**src/sv/ipe_pkg.sv**
```systemverilog
package ipe_pkg;

   localparam int unsigned DataWidth = 32;
   localparam int unsigned OpWidth   = 3;
   localparam int unsigned ValDepth  = 4;
   localparam int unsigned OpsDepth  = 3;

   localparam logic [1:0] ACT_START = 2'd0;
   localparam logic [1:0] ACT_OPER  = 2'd1;
   localparam logic [1:0] ACT_END   = 2'd2;

   localparam logic [2:0] OP_MUL = 3'd0;
   localparam logic [2:0] OP_DIV = 3'd1;
   localparam logic [2:0] OP_ADD = 3'd2;
   localparam logic [2:0] OP_SUB = 3'd3;
   localparam logic [2:0] OP_REM = 3'd4;

   typedef struct packed {
      logic [1:0]         action;
      logic [2:0]         operator_code;
      logic signed [31:0] operand;
   } req_type;

   typedef struct packed {
      logic signed [31:0] value;
      logic               divide_by_zero;
   } rsp_type;

   typedef struct packed {
      logic load_item;
      logic start_reduce;
      logic push;
      logic finish;
   } cmd_type;

   typedef struct packed {
      logic pending_any;
      logic reduce_needed;
      logic stack_full;
      logic reduce_busy;
   } sts_type;

   function automatic logic [1:0] prec_of(input logic [2:0] op);
      logic [1:0] p;
      if (op == OP_MUL || op == OP_DIV) p = 2'd3;
      else if (op == OP_ADD || op == OP_SUB) p = 2'd2;
      else p = 2'd1;
      return p;
   endfunction

endpackage

```
**src/sv/ipe_divider.sv**
```systemverilog
module ipe_divider #(
   parameter int unsigned Width = ipe_pkg::DataWidth
) (
   input  logic             clock,
   input  logic             reset,
   input  logic             start,
   input  logic [Width-1:0] dividend,
   input  logic [Width-1:0] divisor,
   output logic             busy,
   output logic             done,
   output logic [Width-1:0] quotient,
   output logic [Width-1:0] remainder
);

   localparam int unsigned CntWidth = $clog2(Width + 1);

   logic [Width-1:0]    quo_ff, quo_in;
   logic [Width-1:0]    rem_ff, rem_in;
   logic [Width-1:0]    dvs_ff, dvs_in;
   logic [CntWidth-1:0] cnt_ff, cnt_in;
   logic                busy_ff, busy_in;
   logic                done_ff, done_in;
   logic [Width:0]      trial;

   always_comb begin
      quo_in  = quo_ff;
      rem_in  = rem_ff;
      dvs_in  = dvs_ff;
      cnt_in  = cnt_ff;
      busy_in = busy_ff;
      done_in = 1'b0;
      trial   = {rem_ff, quo_ff[Width-1]} - {1'b0, dvs_ff};
      if (start) begin
         quo_in  = dividend;
         rem_in  = '0;
         dvs_in  = divisor;
         cnt_in  = CntWidth'(Width);
         busy_in = 1'b1;
      end else if (busy_ff) begin
         if (!trial[Width]) begin
            rem_in = trial[Width-1:0];
            quo_in = {quo_ff[Width-2:0], 1'b1};
         end else begin
            rem_in = {rem_ff[Width-2:0], quo_ff[Width-1]};
            quo_in = {quo_ff[Width-2:0], 1'b0};
         end
         cnt_in = cnt_ff - 1'b1;
         if (cnt_ff == CntWidth'(1)) begin
            busy_in = 1'b0;
            done_in = 1'b1;
         end
      end
   end

   always_ff @(posedge clock) begin
      if (reset) begin
         busy_ff <= 1'b0;
         done_ff <= 1'b0;
         cnt_ff  <= '0;
      end else begin
         busy_ff <= busy_in;
         done_ff <= done_in;
         cnt_ff  <= cnt_in;
      end
      quo_ff <= quo_in;
      rem_ff <= rem_in;
      dvs_ff <= dvs_in;
   end

   assign busy      = busy_ff;
   assign done      = done_ff;
   assign quotient  = quo_ff;
   assign remainder = rem_ff;

endmodule

```
**src/sv/ipe_datapath.sv**
```systemverilog
module ipe_datapath #(
   parameter int unsigned Width = ipe_pkg::DataWidth
) (
   input  logic              clock,
   input  logic              reset,
   input  ipe_pkg::req_type  item,
   input  ipe_pkg::cmd_type  cmd,
   output ipe_pkg::sts_type  sts,
   output ipe_pkg::rsp_type  result
);

   logic [Width-1:0] val_ff [ipe_pkg::ValDepth];
   logic [Width-1:0] val_in [ipe_pkg::ValDepth];
   logic [2:0]       ops_ff [ipe_pkg::OpsDepth];
   logic [2:0]       ops_in [ipe_pkg::OpsDepth];
   logic [1:0]       cnt_ff, cnt_in;
   logic             err_ff, err_in;
   logic [2:0]       item_op_ff, item_op_in;
   logic [Width-1:0] item_val_ff, item_val_in;
   logic             red_ff, red_in;
   logic [1:0]       ridx;
   logic [2:0]       rop;
   logic [Width-1:0] ra, rb, prod_ff, res;
   logic             mul_ff, mul_in;
   logic             div_start, div_busy, div_done;
   logic [Width-1:0] ua, ub, q, r, qs, rs;
   logic             sa_ff, sb_ff;
   logic             red_done;
   logic             zero_div;

   assign ridx = cnt_ff - 2'd1;
   assign rop  = ops_ff[ridx];
   assign ra   = val_ff[ridx];
   assign rb   = val_ff[cnt_ff];
   assign ua   = ra[Width-1] ? -ra : ra;
   assign ub   = rb[Width-1] ? -rb : rb;
   assign zero_div  = (rb == '0);
   assign div_start = cmd.start_reduce && (rop == ipe_pkg::OP_DIV || rop == ipe_pkg::OP_REM)
                      && !zero_div;
   assign mul_in    = cmd.start_reduce && rop == ipe_pkg::OP_MUL;

   ipe_divider #(.Width(Width)) u_div (
      .clock(clock), .reset(reset), .start(div_start),
      .dividend(ua), .divisor(ub), .busy(div_busy), .done(div_done),
      .quotient(q), .remainder(r)
   );

   assign qs = (sa_ff ^ sb_ff) ? -q : q;
   assign rs = sa_ff ? -r : r;

   always_comb begin
      red_done = 1'b0;
      res      = '0;
      if (red_ff) begin
         priority if (rop == ipe_pkg::OP_MUL) begin
            red_done = mul_ff;
            res      = prod_ff;
         end else if (rop == ipe_pkg::OP_ADD) begin
            red_done = 1'b1;
            res      = ra + rb;
         end else if (rop == ipe_pkg::OP_SUB) begin
            red_done = 1'b1;
            res      = ra - rb;
         end else if (zero_div) begin
            red_done = 1'b1;
         end else begin
            red_done = div_done;
            res      = (rop == ipe_pkg::OP_DIV) ? qs : rs;
         end
      end
   end

   always_comb begin
      val_in      = val_ff;
      ops_in      = ops_ff;
      cnt_in      = cnt_ff;
      err_in      = err_ff;
      item_op_in  = item_op_ff;
      item_val_in = item_val_ff;
      red_in      = red_ff;
      if (cmd.start_reduce) red_in = 1'b1;
      if (red_done) begin
         red_in       = 1'b0;
         val_in[ridx] = res;
         val_in[cnt_ff] = '0;
         ops_in[ridx] = '0;
         cnt_in       = ridx;
         if (rop != ipe_pkg::OP_MUL && rop != ipe_pkg::OP_ADD &&
             rop != ipe_pkg::OP_SUB && zero_div) err_in = 1'b1;
      end
      if (cmd.push) begin
         ops_in[cnt_ff]       = item_op_ff;
         val_in[cnt_ff + 2'd1] = item_val_ff;
         cnt_in               = cnt_ff + 2'd1;
      end
      if (cmd.finish) begin
         for (int i = 0; i < ipe_pkg::ValDepth; i++) val_in[i] = '0;
         for (int i = 0; i < ipe_pkg::OpsDepth; i++) ops_in[i] = '0;
         cnt_in = '0;
         err_in = 1'b0;
      end
      if (cmd.load_item) begin
         item_op_in  = item.operator_code;
         item_val_in = item.operand;
         if (item.action == ipe_pkg::ACT_START) begin
            for (int i = 1; i < ipe_pkg::ValDepth; i++) val_in[i] = '0;
            for (int i = 0; i < ipe_pkg::OpsDepth; i++) ops_in[i] = '0;
            val_in[0] = item.operand;
            cnt_in    = '0;
            err_in    = 1'b0;
         end
      end
   end

   always_ff @(posedge clock) begin
      if (reset) begin
         for (int i = 0; i < ipe_pkg::ValDepth; i++) val_ff[i] <= '0;
         for (int i = 0; i < ipe_pkg::OpsDepth; i++) ops_ff[i] <= '0;
         cnt_ff <= '0;
         err_ff <= 1'b0;
         red_ff <= 1'b0;
         mul_ff <= 1'b0;
      end else begin
         val_ff <= val_in;
         ops_ff <= ops_in;
         cnt_ff <= cnt_in;
         err_ff <= err_in;
         red_ff <= red_in;
         mul_ff <= mul_in;
      end
      item_op_ff  <= item_op_in;
      item_val_ff <= item_val_in;
      prod_ff     <= ra * rb;
      if (cmd.start_reduce) begin
         sa_ff <= ra[Width-1];
         sb_ff <= rb[Width-1];
      end
   end

   assign sts.pending_any   = (cnt_ff != 2'd0);
   assign sts.reduce_needed = (cnt_ff != 2'd0) &&
                              (ipe_pkg::prec_of(rop) >= ipe_pkg::prec_of(item_op_ff));
   assign sts.stack_full    = (cnt_ff >= 2'(ipe_pkg::OpsDepth));
   assign sts.reduce_busy   = red_ff || div_busy;
   assign result.value          = val_ff[0];
   assign result.divide_by_zero = err_ff;

   assert property (@(posedge clock) disable iff (reset) div_start |=> div_busy)
      else $error("divider did not start");
   assert property (@(posedge clock) disable iff (reset) cmd.push |-> !red_ff)
      else $error("push during reduction");
   assert property (@(posedge clock) disable iff (reset) red_done |=> cnt_ff == $past(ridx))
      else $error("reduction did not pop");

endmodule

```
**src/sv/ipe_control.sv**
```systemverilog
module ipe_control (
   input  logic              clock,
   input  logic              reset,
   input  logic              req_valid,
   output logic              req_ready,
   input  ipe_pkg::req_type  req_data,
   output logic              rsp_valid,
   input  logic              rsp_ready,
   output ipe_pkg::rsp_type  rsp_data,
   input  ipe_pkg::rsp_type  result,
   input  ipe_pkg::sts_type  sts,
   output ipe_pkg::cmd_type  cmd
);

   typedef enum logic [4:0] {
      ST_IDLE   = 5'b00001,
      ST_CHECK  = 5'b00010,
      ST_REDUCE = 5'b00100,
      ST_FLUSH  = 5'b01000,
      ST_WAIT   = 5'b10000
   } state_type;

   state_type        state_ff, state_in;
   logic             end_ff, end_in;
   logic             rsp_valid_ff, rsp_valid_in;
   ipe_pkg::rsp_type rsp_ff, rsp_in;
   logic             accept;

   assign accept    = req_valid && req_ready;
   assign req_ready = (state_ff == ST_IDLE) && !rsp_valid_ff;

   always_comb begin
      state_in     = state_ff;
      end_in       = end_ff;
      rsp_valid_in = rsp_valid_ff && !rsp_ready;
      rsp_in       = rsp_ff;
      cmd          = '0;
      unique case (state_ff)
         ST_IDLE: begin
            if (accept) begin
               cmd.load_item = 1'b1;
               if (req_data.action == ipe_pkg::ACT_OPER &&
                   req_data.operator_code <= ipe_pkg::OP_REM) begin
                  end_in   = 1'b0;
                  state_in = ST_CHECK;
               end else if (req_data.action == ipe_pkg::ACT_END) begin
                  end_in   = 1'b1;
                  state_in = ST_FLUSH;
               end
            end
         end
         ST_CHECK: begin
            if (sts.reduce_needed) begin
               cmd.start_reduce = 1'b1;
               state_in         = ST_REDUCE;
            end else begin
               if (!sts.stack_full) cmd.push = 1'b1;
               state_in = ST_IDLE;
            end
         end
         ST_FLUSH: begin
            if (sts.pending_any) begin
               cmd.start_reduce = 1'b1;
               state_in         = ST_REDUCE;
            end else begin
               rsp_in       = result;
               rsp_valid_in = 1'b1;
               cmd.finish   = 1'b1;
               state_in     = ST_IDLE;
            end
         end
         ST_REDUCE: begin
            state_in = ST_WAIT;
         end
         ST_WAIT: begin
            if (!sts.reduce_busy) state_in = end_ff ? ST_FLUSH : ST_CHECK;
         end
         default: state_in = ST_IDLE;
      endcase
   end

   always_ff @(posedge clock) begin
      if (reset) begin
         state_ff     <= ST_IDLE;
         end_ff       <= 1'b0;
         rsp_valid_ff <= 1'b0;
      end else begin
         state_ff     <= state_in;
         end_ff       <= end_in;
         rsp_valid_ff <= rsp_valid_in;
      end
      rsp_ff <= rsp_in;
   end

   assign rsp_valid = rsp_valid_ff;
   assign rsp_data  = rsp_ff;

   assert property (@(posedge clock) disable iff (reset) cmd.finish |=> rsp_valid)
      else $error("finish without response");
   assert property (@(posedge clock) disable iff (reset)
                    state_ff != ST_IDLE |-> !req_ready)
      else $error("ready while busy");
   assert property (@(posedge clock) disable iff (reset) cmd.push |-> !cmd.start_reduce)
      else $error("push and reduce together");

endmodule

```
**src/sv/infix_precedence_evaluator_top.sv**
```systemverilog
// Items: a start item is loaded while idle; an operator item is checked, with one reduction
// per popped operator, then pushed if the stack has room; an end item reduces every pending
// operator, and its result is registered as the response. Reduction: add, subtract, multiply
// and a zero divisor skip the divider; divide and remainder share the one-bit-per-cycle divider.
// One item is in flight at a time; up to three reductions per item.
// Synchronous active-high reset empties both stacks and the error flag.
module infix_precedence_evaluator_top #(
   parameter int unsigned Width = ipe_pkg::DataWidth
) (
   input  logic             clock,
   input  logic             reset,
   input  logic             req_valid,
   output logic             req_ready,
   input  ipe_pkg::req_type req_data,
   output logic             rsp_valid,
   input  logic             rsp_ready,
   output ipe_pkg::rsp_type rsp_data
);

   ipe_pkg::cmd_type cmd;
   ipe_pkg::sts_type sts;
   ipe_pkg::rsp_type result;

   ipe_control u_ctrl (
      .clock(clock), .reset(reset),
      .req_valid(req_valid), .req_ready(req_ready), .req_data(req_data),
      .rsp_valid(rsp_valid), .rsp_ready(rsp_ready), .rsp_data(rsp_data),
      .result(result), .sts(sts), .cmd(cmd)
   );

   ipe_datapath #(.Width(Width)) u_dp (
      .clock(clock), .reset(reset), .item(req_data),
      .cmd(cmd), .sts(sts), .result(result)
   );

endmodule
```
**config.mk**
```make
export PLATFORM = sky130hd
export DESIGN_NAME = infix_precedence_evaluator_top
export DESIGN_NICKNAME = d
export VERILOG_FILES = /design/src/sv/ipe_pkg.sv /design/src/sv/ipe_divider.sv /design/src/sv/ipe_datapath.sv /design/src/sv/ipe_control.sv /design/src/sv/infix_precedence_evaluator_top.sv
export SDC_FILE = /design/constraint.sdc
export NUM_CORES = 2
export LEC_CHECK = 0
export ABC_AREA = 1
export ABC_CLOCK_PERIOD_IN_PS = 8460
export BUFFER_PORTS_ARGS = -buffer_cell sky130_fd_sc_hd__buf_2
export CAP_MARGIN = 20
export CORE_MARGIN = 5
export CORE_UTILIZATION = 50
export DETAILED_ROUTE_END_ITERATION = 10
export PLACE_DENSITY_LB_ADDON = 0.05
export REMOVE_ABC_BUFFERS = 1
export SLEW_MARGIN = 20
export SYNTH_ARGS = -nofsm -noshare
export SYNTH_HDL_FRONTEND = slang
export SYNTH_SLANG_ARGS = --single-unit
export TNS_END_PERCENT = 20
```
**constraint.sdc**
```tcl
create_clock -name clock -period 8.46 [get_ports clock]
set_input_delay 1.692 -clock clock [delete_from_list [all_inputs] [get_ports clock]]
set_output_delay 1.692 -clock clock [all_outputs]
set_load 0.005 [all_outputs]
```
# ---- After elaboration in Yosys (flattened, before gate mapping)
# Index checks and enable logic that the tools add are counted.
dict set report op_classes {
  bitwise_logic 10
  mul 1
  n_lt_le_gt_ge 9
  eq_ne 20
  n_mux 93
  n_addsub 10
  reduce_logical 37
}
# op count
set op_table {}
lappend op_table {{2-to-1 mux 128 bit} 5}
lappend op_table {{2-to-1 mux 32 bit} 19}
lappend op_table {{bitwise mux 128 bit} 2}
lappend op_table {{demux 32 bit (select 2 bit)} 3}
lappend op_table {{AND 128 bit} 1}
lappend op_table {{binary-select mux 32 bit (select 2 bit)} 2}
lappend op_table {{negator 32 bit} 4}
lappend op_table {{NOT 128 bit} 1}
lappend op_table {{2-to-1 mux 9 bit} 5}
lappend op_table {{subtractor 33 x 32 -> 33 bit} 1}
lappend op_table {{adder 32 bit} 1}
lappend op_table {{zero test 32 bit} 1}
lappend op_table {{multiplier 32 x 32 -> 32 bit} 1}
lappend op_table {{subtractor 32 bit} 1}
lappend op_table {{2-to-1 mux 31 bit} 1}
lappend op_table {{2-to-1 mux 1 bit} 28}
lappend op_table {{one-hot mux 5 bit (5 select lines)} 1}
lappend op_table {{2-to-1 mux 5 bit} 4}
lappend op_table {{2-to-1 mux 2 bit} 9}
lappend op_table {{2-to-1 mux 3 bit} 6}
lappend op_table {{logical AND 1 bit} 14}
lappend op_table {{demux 3 bit (select 2 bit)} 2}
lappend op_table {{equality test 3 x 2 -> 1 bit (second input constant)} 4}
lappend op_table {{2-to-1 mux 6 bit} 2}
lappend op_table {{other kinds (41)} 62}
dict set report totals {
  elab_cells 209
  input_bits 41
  output_inout_bits 35
  ff_bits 355
}

# ---- Logic depth before layout (Yosys ltp)
dict set report depth {
  depth_word 20
  depth_mapped 40
  ltp_nobuf 33
}

# ---- Cells and area by module
# Synthesis repeated with hierarchy kept, for this count alone.
dict set report unflattened {
  cells_unflattened 6677
  hier_area_um2 45041.9
}
# mod seq_area_each_um2 instances area_each_um2 cells_per_inst
set by_module_without_submodules {}
lappend by_module_without_submodules {ipe_datapath 4594.4 1 36602.6 5535}
lappend by_module_without_submodules {ipe_divider 2722.6 1 6979.2 1036}
lappend by_module_without_submodules {ipe_control 1131.1 1 1460.2 106}

# ---- Least setup slack after synthesis
# OpenSTA, ideal clock, no wires.
dict set report synth_timing {
  path_type {reg-to-reg}
  startpoint {register u_dp.cnt_ff[0]}
  endpoint {register u_dp.prod_ff[28]}
  path_stages_with_launch 40
  required_ns 8.335
  setup_time_ns 0.125
  slack_ns 0.455
  period_less_slack_ns 8.005
  arrival_time_ns 7.880
  path_buffers 7
  path_cell_list {dfxtp_1 > inv_2 > buf_6 > buf_6 > buf_6 > buf_6 > ha_1 > buf_2 > buf_1 > a21oi_1 > o21ai_1 > nand2_1 > inv_1 > clkbuf_1 > ha_1 > inv_1 > fa_1 > inv_1 > (+4 left out) > inv_1 > fa_1 > ha_1 > fa_1 > fa_1 > ha_1 > nand2_1 > inv_1 > nand2_1 > nor3_1 > a21oi_1 > o21ai_0 > nand3_1 > nand2_1 > nand3_1 > nand2_1 > a31oi_1 > xor2_1}
}
dict set report synth_via {
  elab_chain_len 6
  elab_cells_between_ends 10
  classes_between {add/sub: 1; mul: 1; mux: 6; bitwise: 2}
}
# element line
set synth_rtl {}
lappend synth_rtl {{from (decl)} ipe_datapath.sv:16} ;# logic [1:0] cnt_ff, cnt_in;
lappend synth_rtl {{from (signal assigned)} ipe_datapath.sv:126} ;# cnt_ff <= cnt_in;
lappend synth_rtl {{subtractor 2 x 1 -> 2 bit} ipe_datapath.sv:31} ;# assign ridx = cnt_ff - 2'd1;
lappend synth_rtl {{NOT 2 -> 3 bit (implied by the code)} ipe_datapath.sv:33} ;# assign ra = val_ff[ridx];
lappend synth_rtl {{binary-select mux 32 bit (select 2 bit)} ipe_datapath.sv:33}
lappend synth_rtl {{2-to-1 mux 32 bit (implied by the code) (2 in a row)} ipe_datapath.sv:33}
lappend synth_rtl {{multiplier 32 x 32 -> 32 bit (*)} ipe_datapath.sv:133} ;# prod_ff <= ra * rb;
lappend synth_rtl {{to (signal assigned)} ipe_datapath.sv:133}
lappend synth_rtl {{to (decl)} ipe_datapath.sv:23} ;# logic [Width-1:0] ra, rb, prod_ff, res;
# Mark *: on every way between the ends. The rest lies on a longest branch, timed or not. The select of a mux whose other input is x is not followed.
# A chain may end at the register's enable or synchronous reset.

# ---- Worst setup path after layout
dict set report layout_timing {
  startpoint {register u_dp.cnt_ff[0]}
  endpoint {register u_dp.prod_ff[31]}
}
# Same word-level chain as after synthesis.

==> run_results.csv <==
group,metric,value,unit
outcome,status,"finished clean",
floorplan,coreArea,0.0836,mm2
logic_synthesis,ys_dominant_reg_cell,"dfxtp_1",
logic_synthesis,syn_area_per_cell,7.10,um2
worst_setup_path,path_class,"reg2reg",
place,place.gp.congestion,1.07,
timing,maxSlewViolCount,0,
floorplan,dieArea,0.0900,mm2
power,power,5.97,mW
clock_tree,cts_root_buf,"clkbuf_16",
route,firstDrtPassIters,6,
grt,grtUsageTotal,38.4,%
clock_tree,cts_tree,"yes",
worst_setup_path,crit_top_cell,"fa_1",
timing,clock_skew,0.0522,ns
cells_and_area,nNetsFinal,6605,
worst_setup_path,r2r_start,"u_dp.cnt_ff[0]",
grt,grt_pass1_wl,259000,um
worst_setup_path,critical_path.max_fanout,12,
min_path,worstHoldStart,"u_dp.ops_ff[4]",
cells_and_area,layout-drive-gt1-share,7.07,%
timing,finalCriticalPeriod,8.16,ns
worst_setup_path,reg2reg_slack,0.30,ns
grt,antenna_found_initial,8,
min_path,whs_endpoint,"u_dp.ops_ff[4]",
power,power.density,132,mW/mm2
clock_tree,clk_latency,0.63,ns
floorplan,rows,106,
cells_and_area,final.fill_count,8473,
logic_synthesis,syn-cell-area,0.0420,mm2
floorplan,die_h,300,um
cells_and_area,area_delta_synth_final,7.39,%
grt,grt_pass1_vias,39541,
route,vias,41470,
timing,slew_headroom,24.2,%
timing,fmax,123,MHz
worst_setup_path,endpoint_kind,"register",
route,first_iter_violations,4715,
clock_tree,post_cts_buffers,0,
timing,hold_viol_final,0,
route,postRouteAntennaNets,0,
timing,fin_crit_sh,96.4,%
clock_tree,clk_pin_slew,0.07,ns
cells_and_area,final_util,54.0,%
min_path,hold_path_class,"reg2reg",
cells_and_area,final_cell_mix,"nand2_1 (1,452), inv_1 (816), nor2_1 (670), a21oi_1 (411), fa_1 (411)",
logic_synthesis,ys_seq_area_share,20.1,%
clock_tree,cts.path.max_buffers,3,
run,maxCapViolCount,0,
min_path,hold-path-cell-count,2,
route,drc_errors,0,
timing,rsz0062_at_grt,"false",
worst_setup_path,critPathLaunchType,"register",
logic_synthesis,yosys_warnings,0,
grt,grt_remaining_overflow,0,
floorplan,initial_utilization,50.3,%
worst_setup_path,rr_worst_depth,25,
route,post_drt_via_cell_ratio,5.89,
logic_synthesis,ys_seq_elements,355,
clock_tree,htree_levels,2,
power,leakage,21.1,nW
floorplan,ioPinCount,76,
logic_synthesis,postSynthCellCount,5924,
worst_setup_path,crit_arrival,8.67,ns
place,portBuffers,75,
route,postRouteWirelength,177000,um
worst_setup_path,cp_slowest_stage_delay,0.60,ns
grt,grt_max_degree,149,
worst_setup_path,cp_slowest_cell,"fa_1",
timing,setup_viol,0,
worst_setup_path,required,8.97,ns
power,ir_drop,0.167,mV
clock_tree,cts.sinks,355,
floorplan,die_w,300,um
timing,tightest_slew,1.13,ns
clock_tree,cts_buffers,43,
cells_and_area,final_common_cell,"nand2_1",
logic_synthesis,ys_types,62,
route,wl_per_cell,25.2,um
worst_setup_path,rr_endpoint,"u_dp.prod_ff[31]",
logic_synthesis,synth_edf_count,134,
logic_synthesis,ys_async_sr_fraction,0,%
place,dpl.hpwl,140000,um
what timing repair did:
action / CTS / global route
resized for setup: 0 / 5
endpoints found under the setup margin: 0 / 3
hold endpoints to repair: 0 / 0
hold buffers: 0 / 0
cells in the mapped netlist (all sizes together) (14+ instances only):
cell / count / area (um2)
o21ai: 351 / 1760
dfxtp: 221 / 4420
edfxtp: 134 / 4020
nor3: 47 / 250
o211ai: 96 / 736
inv: 850 / 3190
o21bai: 23 / 173
fa: 411 / 8230
a21oi: 411 / 2060
nand3: 313 / 1610
xnor2: 37 / 324
nand4: 33 / 206
clkbuf: 153 / 574
a31oi: 14 / 93.8
clkinv: 14 / 55.1
or2: 33 / 206
o21a: 30 / 225
nor4: 15 / 93.8
a21o: 25 / 188
nand2: 1475 / 5610
buf: 110 / 689
ha: 230 / 2880
xor2: 148 / 1300
nor2: 694 / 2690
per-stage QoR:
stage	setup WS, ns	instances	area, um2	setup TNS, ns	hold WS (ns)
after global placement	0.300	6958	43600	0	0.467
after CTS	0.253	7038	45100	0	0.482
after floorplan	-4.34	5661	40800	-332.54	0.409
final	0.305	7039	45100	0	0.483
after global routing	0.0423	7038	45100	0	0.498
after detailed placement	0.272	6958	43600	0	0.472
per-layer routing:
layer | up-vias | wire (um) | GRT usage [%] | share of wire [%]
li1 | 18782 | - | - | -
met1 | 19868 | 71100 | 52.1 | 40
met2 | 2363 | 78100 | 60.0 | 44
met3 | 449 | 17700 | 6.72 | 10
met4 | 8 | 10500 | 18.0 | 5.9
met5 | - | 51 | 0 | 0.029
cell families after synthesis:
family                   Yosys count  share of synthesized area, %
adder cells (fa/ha/maj)          641                          26.4
buffers and inverters           1127                          10.7
flip-flops                       355                          20.1
AO/OA/AOI/OAI                    994                          13.3
AND/OR/NAND/NOR                 2622                          25.6
XOR/XNOR                         185                          3.85
final cells by class:
| cell class | instances | area (um2) | area share [%] |
|---|---|---|---|
| antenna | 1 | 2.50 | 0.00554 |
| clock buffer | 48 | 1120 | 2.47 |
| clock inverter | 32 | 367 | 0.812 |
| inverter | 864 | 3250 | 7.20 |
| multi-input combinational | 4442 | 29100 | 64.5 |
| sequential | 355 | 8450 | 18.7 |
| tap | 1080 | 1350 | 2.99 |
| timing repair buffer | 217 | 1470 | 3.26 |
worst max-delay path: cells and delay by family, from the launching register on:
kind                       cells  cell delay [ns]
DFF                            1             0.36
buffers and inverters          7             1.53
AOI/OAI and AO/OA              1             0.21
adders and majority gates      9             4.26
xor gates and xnor gates       3             0.76
and+or+nand+nor                5             0.88
power breakdown:
part           internal [mW]  switching, mW
Sequential              1.89          0.111
Combinational          0.512           1.50
Clock                   1.10          0.859
Total                   3.51           2.47
sequential cells by signal (all words and copies together), names as in the netlist:
register / cells
u_dp.val_ff: 96
u_ctrl.rsp_data: 33
u_dp.item_val_ff: 32
u_dp.prod_ff: 32
u_dp.result: 32
u_dp.u_div.dvs_ff: 32
u_dp.u_div.quotient: 32
u_dp.u_div.remainder: 32
u_dp.ops_ff: 9
u_dp.u_div.cnt_ff: 6
u_ctrl.state_ff: 5
u_dp.item_op_ff: 3
u_dp.cnt_ff: 2
u_ctrl.end_ff: 1
u_ctrl.rsp_valid: 1
u_dp.err_ff: 1
u_dp.mul_ff: 1
u_dp.red_ff: 1
u_dp.sa_ff: 1
u_dp.sb_ff: 1
u_dp.u_div.busy: 1
u_dp.u_div.done: 1
worst max path at each step:
| stage | from | end | slack, ns | cells after the start |
|---|---|---|---|---|
| 6_report | u_dp.cnt_ff[0] | u_dp.prod_ff[31] | 0.30 | 25 |
| 5_1_grt | u_dp.cnt_ff[0] | u_dp.prod_ff[31] | 0.04 | 25 |
| 4_1_cts | u_dp.cnt_ff[0] | u_dp.prod_ff[28] | 0.25 | 29 |
| 3_5_place_dp | u_dp.cnt_ff[0] | u_dp.prod_ff[28] | 0.27 | 29 |
| 3_3_place_gp | u_dp.cnt_ff[0] | u_dp.prod_ff[28] | 0.30 | 30 |
| 2_1_floorplan | u_dp.cnt_ff[0] | u_dp.prod_ff[28] | -4.34 | 29 |
Power figures use the tool's default switching activity.
